<file path="src/rtl/core/glc_pkg.sv">
// Shared types, constants and sizes for the glyph slot cache.
package glc_pkg;

  localparam int SLOTS    = 256;
  localparam int IDX_W    = (SLOTS > 1) ? $clog2(SLOTS) : 1;
  localparam int CNT_W    = $clog2(SLOTS + 1);
  localparam int CODE_W   = 16;
  localparam int STAMP_W  = 32;
  localparam int CFG_W    = 9;
  localparam int OUT_W    = 8;
  localparam int OC_W     = 2;
  localparam int ADDR_W   = 3;
  localparam int DATA_W   = 32;

  localparam logic [CFG_W-1:0] SLOTS_IN_USE_RST = CFG_W'(256);
  localparam logic [CFG_W-1:0] ROW_WIDTH_RST    = CFG_W'(16);

  localparam logic REG_SLOTS_IN_USE = 1'b0;
  localparam logic REG_ROW_WIDTH    = 1'b1;

  typedef enum logic [OC_W-1:0] {
    OUT_HIT    = 2'd0,
    OUT_PLACED = 2'd1,
    OUT_NONE   = 2'd2
  } outcome_t;

  typedef struct packed {
    logic [CODE_W-1:0]  code;
    logic [STAMP_W-1:0] stamp;
  } slot_t;

  localparam int SLOT_W = $bits(slot_t);

  typedef struct packed {
    logic load;
    logic scan;
    logic commit;
    logic div_step;
    logic out_load;
  } glc_cmd_t;

  typedef struct packed {
    logic scan_done;
    logic div_done;
    logic out_free;
  } glc_status_t;

endpackage

</file>
<file path="src/rtl/core/glc_ctrl.sv">
// Controller state machine that sequences scan, update, divide and output.
module glc_ctrl (
  input  logic                  clk,
  input  logic                  rst,
  input  logic                  req_valid,
  output logic                  req_ready,
  input  glc_pkg::glc_status_t  status,
  output glc_pkg::glc_cmd_t     cmd
);
  import glc_pkg::*;

  typedef enum logic [2:0] {
    ST_IDLE,
    ST_SCAN,
    ST_COMMIT,
    ST_DIV,
    ST_HOLD
  } state_t;

  state_t state;

  assign req_ready = (state == ST_IDLE);

  always_comb begin
    cmd = '0;
    unique case (state)
      ST_IDLE:   cmd.load     = req_valid;
      ST_SCAN:   cmd.scan     = 1'b1;
      ST_COMMIT: cmd.commit   = 1'b1;
      ST_DIV:    cmd.div_step = 1'b1;
      ST_HOLD:   cmd.out_load = status.out_free;
      default:   cmd = '0;
    endcase
  end

  always_ff @(posedge clk) begin
    if (rst) begin
      state <= ST_IDLE;
    end else begin
      unique case (state)
        ST_IDLE:   if (req_valid) state <= ST_SCAN;
        ST_SCAN:   if (status.scan_done) state <= ST_COMMIT;
        ST_COMMIT: state <= ST_DIV;
        ST_DIV:    if (status.div_done) state <= ST_HOLD;
        ST_HOLD:   if (status.out_free) state <= ST_IDLE;
        default:   state <= ST_IDLE;
      endcase
    end
  end

endmodule

</file>
<file path="config.mk">
export PLATFORM = sky130hd
export DESIGN_NAME = glc_ctrl
export DESIGN_NICKNAME = d
export VERILOG_FILES = /design/src/rtl/core/glc_pkg.sv /design/src/rtl/core/glc_ctrl.sv
export SDC_FILE = /design/constraint.sdc
export NUM_CORES = 1
export LEC_CHECK = 0
export BUFFER_PORTS_ARGS = -buffer_cell sky130_fd_sc_hd__buf_2
export CAP_MARGIN = 25
export CORE_AREA = 3 3 40 42
export CTS_BUF_LIST = sky130_fd_sc_hd__clkbuf_16
export CTS_CLUSTER_DIAMETER = 120
export CTS_CLUSTER_SIZE = 12
export DETAILED_ROUTE_END_ITERATION = 8
export DIE_AREA = 0 0 43 45
export GPL_TIMING_DRIVEN = 0
export HOLD_SLACK_MARGIN = 0.15
export SYNTH_ARGS = -nofsm -noshare
export SYNTH_HDL_FRONTEND = slang
export SYNTH_SLANG_ARGS = --single-unit
</file>
<file path="constraint.sdc">
create_clock -name clk -period 1.07 [get_ports clk]
set_input_delay 0.1605 -clock clk [delete_from_list [all_inputs] [get_ports clk]]
set_output_delay 0.1605 -clock clk [all_outputs]
set_load 0.01 [all_outputs]
</file>
==> metrics <==
status finished with violations; failing checks setup timing; Max-slew headroom around 90%; Clock transition at path regs approximately 30 ps; Setup Viol. Count Final 6; pre-CTS setup slack 24.5 ps; die width 43 µm; Async SR Flop Fraction 0%; reg2reg start state[0]$_SDFFE_PP0P_; sequential share of the synthesized area 28.9%; # port buffers 11; Final Max Tran Viols 0; gr usage total 6.99%; sw frac 20.3%; Flop pwr share between 15 and 20%; final period utilization 110%; ordered list of cells on the worst path nor3_4 -> and2_1 -> buf_2; Post-Syn Nets 29; hold path startpoint status[0]; Syn Inst Count 23; FILL cells 145; largest net degree at the start of global routing 10; drt pass-1 iters 2; layout cells sized above 1 72.5%; Critical Path Stages 3; critical path type reg -> out; Syn-to-layout area delta 104%; RSZ-0062 raised after global routing yes; Final TNS setup -267 ps; fin crit period 1180 ps; H-tree depth 1; Skew-Pair Late Insertion Delay 220 ps; VDD IR max 0.617 mV; Rows 13; clock skew 0.932 ps; ANT cells 0; Crit Reg-Reg Endpoint state[1]$_SDFFE_PP0P_; WHS 212 ps; number of synthesized flops with an enable pin 0; Hold Path End state[2]$_SDFFE_PP0P_; Largest Register state; Total Wirelength 543 µm; post-synthesis cell type count 15; Nets 47; first-pass GRT wire length 931 µm; Worst R2R Path Depth 3; Die Area 1940 µm²; slowest stage cell, crit path dfxtp_4; CORE AREA 1280 µm²; initial antenna violation count 0; GP Congestion 0.641; Setup crit end kind output port; Top Registers state x3; Syn Std Cell Area a little over 200 µm²; average wire per standard cell 9.87 µm; Tightest Hold Check Type in -> reg; number of remaining DRC errors 0; Worst Tran Pin Value between 150 and 200 ps; leakage power 0.000193 µW; vias in the first global route 235; max reg flops 3; GRT overflow 0; die height ~45 µm; Syn Area/Cell approximately 9.0 µm²; Root Driver clkbuf_16; CP peak stage delay 370 ps; maximum fanout along the worst path 8; Num CTS Buffers 3; total vias in the final route about 230; Critical Path AT 1020 ps; P_int 666 µW; CTS Sinks 3; detailed router's first-iteration violation count 2; clk buf depth 2; Fmax achieved approximately 850 MHz; Max Cap Viol 0; Hold Fails Final Rpt 0; clock network power share 70.2%; CTS tree built; CP required 910 ps; ANT nets after route 0; Logic pwr share between 10% and 20%; Initial Util ~16%; Synthesis Warnings 0; hold path cells 3; Yosys reg bits 3; Switch Pwr about 170 µW; WP buf/inv 1; R2R Setup Slk 100 ps; Primary FF master, synth dfxtp_1; Pwr per Cell Area ~2000 nW/µm²; Top-Level Pins 12; Vias/cell 4.16; Worst Setup Start Kind flop; setup slack after layout -111 ps; critical path's top delay family flip-flops
## power by group through the flow
stage               Combinational, µW  Sequential (µW)  Clock [µW]
global route                      118              148         606
floorplan                        69.1              124           0
finish                            106              143         586
detailed placement                106              124           0
global placement                  104              124           0
CTS                               141              124         597
## cells by family after synthesis
family                 count (synthesis)  synth area share (%)
AND/OR/NAND/NOR                       13                  50.0
AO/OA/AOI/OAI                          4                  10.8
flip-flops                             3                  28.9
buffers and inverters                  3                  10.2
## worst reg2reg max path: cells and delay by family, from the launching register on
family | cells | cell delay (ps)
flip-flops | 1 | 370
AND/OR/NAND/NOR | 2 | 350
buffers and inverters | 1 | 140
## metrics by stage
stage / utilization [%] / instances / total power [µW] / area (µm²)
2_1_floorplan: - / 23 / 193 / 208
3_3_place_gp: 21.9 / 49 / 228 / 282
3_5_place_dp: 21.9 / 49 / 230 / 282
4_1_cts: 32.5 / 56 / 862 / 418
5_1_grt: 32.9 / 55 / 872 / 423
6_report: 32.9 / 55 / 835 / 423
## cells in the mapped netlist (2+ instances only)
master   instances  area share, %
a21oi_1          3            7.2
dfxtp_1          3             29
buf_2            2            4.8
nor2_1           2            3.6
nor3_2           2            9.6
nor3b_1          2            7.2
## what timing repair did
action / in CTS / in global routing
setup endpoints to repair: 6 / 7
gates cloned: 0 / 0
gates resized for setup: 9 / 6
endpoints found under the hold margin: 2 / 0
setup buffers: 3 / 1
hold buffers: 1 / 0
pin swaps: 3 / 3
## how the worst max path moves through the flow
stage	start	end	slack, ps
global route	state[1]$_SDFFE_PP0P_	cmd[4]	-190
detailed placement	state[1]$_SDFFE_PP0P_	cmd[4]	20
finish	state[1]$_SDFFE_PP0P_	cmd[4]	-110
floorplan	state[1]$_SDFFE_PP0P_	cmd[4]	20
global placement	state[1]$_SDFFE_PP0P_	cmd[4]	40
CTS	state[0]$_SDFFE_PP0P_	cmd[4]	-160
## layout by cell type (no fill, tap or decap), types with 2 or more instances in the layout
master	instances
buf_2	10
a21oi_1	3
clkbuf_16	3
buf_4	3
dfxtp_4	3
nor3b_2	2
and3_4	2
## area by class of cell
type                    count  area [µm²]  area share [%]
repair buffers             16        98.8            23.4
multi-input cells          17         155            36.7
well taps                  15        18.8            4.44
clock inverters             1        3.75           0.888
clock buffers               3        75.1            17.8
flip-flops and latches      3        71.3            16.9
## layer usage
metal | GRT usage (%) | wire, µm | vias up
met5 | 0 | 0 | -
met4 | 7.23 | 21 | 0
met3 | 3.59 | 34 | 2
met2 | 10.5 | 231 | 10
met1 | 6.73 | 255 | 102
li1 | - | - | 115
Note: power is estimated with default switching activity, not from simulation.
