`src/rtl/core/glc_pkg.sv`:
```
// Shared types, constants and sizes for the glyph slot cache.
package glc_pkg;

  localparam int SLOTS    = 256;
  localparam int IDX_W    = (SLOTS > 1) ? $clog2(SLOTS) : 1;
  localparam int CNT_W    = $clog2(SLOTS + 1);
  localparam int CODE_W   = 16;
  localparam int STAMP_W  = 32;
  localparam int CFG_W    = 9;
  localparam int OUT_W    = 8;
  localparam int OC_W     = 2;
  localparam int ADDR_W   = 3;
  localparam int DATA_W   = 32;

  localparam logic [CFG_W-1:0] SLOTS_IN_USE_RST = CFG_W'(256);
  localparam logic [CFG_W-1:0] ROW_WIDTH_RST    = CFG_W'(16);

  localparam logic REG_SLOTS_IN_USE = 1'b0;
  localparam logic REG_ROW_WIDTH    = 1'b1;

  typedef enum logic [OC_W-1:0] {
    OUT_HIT    = 2'd0,
    OUT_PLACED = 2'd1,
    OUT_NONE   = 2'd2
  } outcome_t;

  typedef struct packed {
    logic [CODE_W-1:0]  code;
    logic [STAMP_W-1:0] stamp;
  } slot_t;

  localparam int SLOT_W = $bits(slot_t);

  typedef struct packed {
    logic load;
    logic scan;
    logic commit;
    logic div_step;
    logic out_load;
  } glc_cmd_t;

  typedef struct packed {
    logic scan_done;
    logic div_done;
    logic out_free;
  } glc_status_t;

endpackage

```
`src/rtl/core/glc_regs.sv`:
```
// APB configuration registers: managed slot count and grid row width.
module glc_regs (
  input  logic                          clk,
  input  logic                          rst,
  input  logic                          psel,
  input  logic                          penable,
  input  logic                          pwrite,
  input  logic [glc_pkg::ADDR_W-1:0]    paddr,
  input  logic [glc_pkg::DATA_W-1:0]    pwdata,
  output logic [glc_pkg::DATA_W-1:0]    prdata,
  output logic                          pready,
  output logic [glc_pkg::CFG_W-1:0]     slots_in_use,
  output logic [glc_pkg::CFG_W-1:0]     row_width
);
  import glc_pkg::*;

  logic wr_en;

  assign pready = 1'b1;
  assign wr_en  = psel && penable && pwrite;

  always_ff @(posedge clk) begin
    if (rst) begin
      slots_in_use <= SLOTS_IN_USE_RST;
      row_width    <= ROW_WIDTH_RST;
    end else if (wr_en) begin
      unique case (paddr[2])
        REG_SLOTS_IN_USE: slots_in_use <= pwdata[CFG_W-1:0];
        REG_ROW_WIDTH:    row_width    <= pwdata[CFG_W-1:0];
      endcase
    end
  end

  always_comb begin
    unique case (paddr[2])
      REG_SLOTS_IN_USE: prdata = DATA_W'(slots_in_use);
      REG_ROW_WIDTH:    prdata = DATA_W'(row_width);
    endcase
  end

endmodule

```
`config.mk`:
```
export PLATFORM = sky130hd
export DESIGN_NAME = glc_regs
export DESIGN_NICKNAME = d
export VERILOG_FILES = /design/src/rtl/core/glc_pkg.sv /design/src/rtl/core/glc_regs.sv
export SDC_FILE = /design/constraint.sdc
export NUM_CORES = 1
export LEC_CHECK = 0
export BUFFER_PORTS_ARGS = -buffer_cell sky130_fd_sc_hd__buf_2
export CELL_PAD_IN_SITES_DETAIL_PLACEMENT = 1
export CELL_PAD_IN_SITES_GLOBAL_PLACEMENT = 2
export CORE_AREA = 2 2 79 74
export CTS_CLUSTER_DIAMETER = 80
export DETAILED_ROUTE_END_ITERATION = 12
export DIE_AREA = 0 0 81 76
export HOLD_SLACK_MARGIN = 0.06
export PLACE_DENSITY_LB_ADDON = 0.1
export SETUP_SLACK_MARGIN = 0.4
export SYNTH_ARGS = -nofsm -noshare
export SYNTH_HDL_FRONTEND = slang
export SYNTH_SLANG_ARGS = --single-unit
export TNS_END_PERCENT = 10
```
`constraint.sdc`:
```
create_clock -name clk -period 1 [get_ports clk]
set_input_delay 0.1 -clock clk [delete_from_list [all_inputs] [get_ports clk]]
set_output_delay 0.1 -clock clk [all_outputs]
set_load 0.005 [all_outputs]
```
==> impl_results.md <==
* Slew Limit Fails at 0
* Slack of the critical path at -0.0704 ns
* Sw Ratio at 24.9%
* Reg2reg end: row_width[4]$_SDFFE_PP1P_
* Diode count at 0
* Post-CTS Hold Buffers at 0
* Tmin final at 1.07 ns
* Fin crit share at 107%
* Vias in the first global route at 884
* Startpoint types: flip-flop
* Hold WC Path Type: in2reg
* Die Span Y at 76 µm
* Number of vias in the routed layout at 851
* IO Port Bufs at 41
* Status: finished with violations
* Largest net degree at the start of global routing at 30
* FILL cells at about 650
* Crit-path max FO at 2
* # IOs at 91
* Clk Latency, worst-skew pair at about 0.26 ns
* R2R setup slack at 0.30 ns
* Routed len/inst at roughly 12 µm
* Clk pwr share at 33.7%
* Reg2Reg Depth at 3
* Clock root buffer: clkbuf_8
* P_sw at 0.386 mW
* Initial core utilization at 20.2%
* First-pass GRT wire length at 4220 µm
* Sequential group share of total power at 48.1%
* Fin nets at 202
* Yosys reg bits at 18
* Comb pwr share at 18.2%
* Finish-stage setup viols at 9
* Yosys warning total at 0
* Mapped Cells at 110
* Initial antenna violation count at 0
* Clock Pin Slew Worst Setup and Hold Paths at 0.07 ns
* Area Overhead vs Synth at 46.0%
* Core area at 0.00540 mm²
* CP Launch Point: row_width[6]$_SDFFE_PP0P_
* Worst r2r src: row_width[4]$_SDFFE_PP1P_
* P per Cell Area at 973 mW/mm²
* Core Rows at 26
* Arrival @ worst endpoint at 0.97 ns
* Met3 WL at 164 µm
* H-Tree Depth at 1
* Layout Cells excl Fill at 230
* DR WL met2 at between 1000 and 1500 µm
* Clk_skew at 0 ns
* Internal at 1.16 mW
* Area of the mapped netlist at 0.00109 mm²
* Seq/Total Area, Yosys at between 30% and 40%
* Peak supply drop at 344 µV
* Lkg Pwr at 0.788 nW
* Hold Vio Cnt, Final at 0
* Avg Synthesized Cell Area at 9.92 µm²
* Critical path class: reg2out
* Antenna Violating Nets Remaining at 0
* Die width at 81 µm
* Die area at 0.00616 mm²
* RSZ-0062 raised after global routing: true
* Failing checks: negative setup slack
* Inserted Clock Buffers at 3
* Max Cap Viol at 0
* Clock sinks at 18
* End of the critical path: prdata[6]
* RD Place Congestion at 0.667
* Pre-antenna DRT Iters at 4
* Max Fclk at 934 MHz
* CTS tree: done
* Uppermost routed layer: met4
* Post-route DRC at 0
* Final core occ at 29.5%
* CTS Buffer Depth at 2
* Yosys cell types at 14
* Drt via density at 3.70
* Grt ovf at 0
* Met1 WL at 1150 µm
* Post-DP HPWL at roughly 2000 µm
* GR Util All Layers at between 8 and 9%
* Total Power at 1.55 mW
* Layout cell share with drive strength beyond 1 at 56.3%
* Worst Path Required at around 0.90 ns
* Endpoint class of the critical path: output port
* Initial DRC Count at 18
* Placed insts at between 200 and 250
* Post-Route WL at 2680 µm
## worst min-delay path by stage
stage                         start                            to  slack (ns)  cells past startpoint
after floorplan           pwdata[8]     row_width[8]$_SDFFE_PP0P_        0.26                      2
after detailed placement  pwdata[4]  slots_in_use[4]$_SDFFE_PP0P_        0.39                      3
after global routing      pwdata[4]  slots_in_use[4]$_SDFFE_PP0P_        0.13                      3
after global placement    pwdata[8]  slots_in_use[8]$_SDFFE_PP1P_        0.38                      3
after CTS                 pwdata[4]  slots_in_use[4]$_SDFFE_PP0P_        0.10                      3
final                     pwdata[4]  slots_in_use[4]$_SDFFE_PP0P_        0.11                      3
## synth_stat cells
cell type	n	area [µm²]
and4_1	1	8.76
and4b_1	1	10.0
buf_2	2	10.0
buf_4	25	188
buf_6	2	22.5
clkbuf_1	1	3.75
conb_1	2	7.51
dfxtp_1	18	360
mux2_2	9	101
mux2i_1	18	180
nand2b_1	25	156
nand4_2	1	12.5
nand4b_2	1	15.0
nor2_1	4	15.0
## layout make-up
type | count | area [µm²] | area share [%]
multi-input cells | 84 | 624 | 39.2
flip-flops and latches | 18 | 383 | 24.0
well taps | 70 | 87.6 | 5.50
repair buffers | 55 | 457 | 28.7
clock buffers | 3 | 41.3 | 2.59
## power by group through the flow
stage,logic (mW),registers (mW),clock network (mW)
2_1_floorplan,0.191,0.760,0
3_3_place_gp,0.221,0.760,0
3_5_place_dp,0.225,0.761,0
4_1_cts,0.256,0.745,0.548
5_1_grt,0.310,0.748,0.582
6_report,0.282,0.745,0.522
## repair_timing
item / CTS / global route
resized for setup: 33 / 17
setup endpoints to repair: 44 / 45
buffers inserted: 8 / 1
pin swaps: 2 / 2
## placed cells by master (no fill, tap or decap)
cell      netlist  layout
nand2b_1       25      25
buf_2           2      25
conb_1          2      24
mux2i_1        18      18
dfxtp_2         0      18
buf_6           2      15
buf_4          25      10
mux2_2          9       5
mux2_4          0       4
buf_12          0       4
nor2_1          4       3
clkbuf_8        0       3
and4b_2         0       1
and4_4          0       1
nor2_4          0       1
nand4_2         1       1
nand4b_4        0       1
clkbuf_4        0       1
## registers in the layout, indices dropped and copies added (netlist names)
signal	flops
row_width	9
slots_in_use	9
## worst max-delay path, cell delays in order, from the launching register on
cell and delay, ns:
dfxtp_2 0.32, mux2_2 0.26, buf_2 0.13
## layer usage
layer  GRT usage, %  vias up
li1               -      414
met1           10.5      394
met2           15.4       38
met3           2.13        5
met4           3.56        0
met5              0        -
## cell families (layout without fill, tap and decap cells)
family                 after synthesis  in the layout  share of synthesized area (%)
muxes                               27             27                           25.8
buffers and inverters               30             58                           20.5
and+or+nand+nor                     33             33                           20.0
other                                2             24                          0.688
DFF                                 18             18                           33.0
## through the flow
step	TNS, ns	hold WS, ns	cell area [µm²]	setup WS (ns)
4_1_cts	-0.618	0.102	1520	-0.0742
6_report	-0.547	0.107	1590	-0.0704
2_1_floorplan	0	0.255	1180	0.328
3_3_place_gp	0	0.376	1320	0.0287
5_1_grt	-0.826	0.128	1590	-0.0976
3_5_place_dp	0	0.386	1320	0.00782
(Power assumes the default switching activity.)
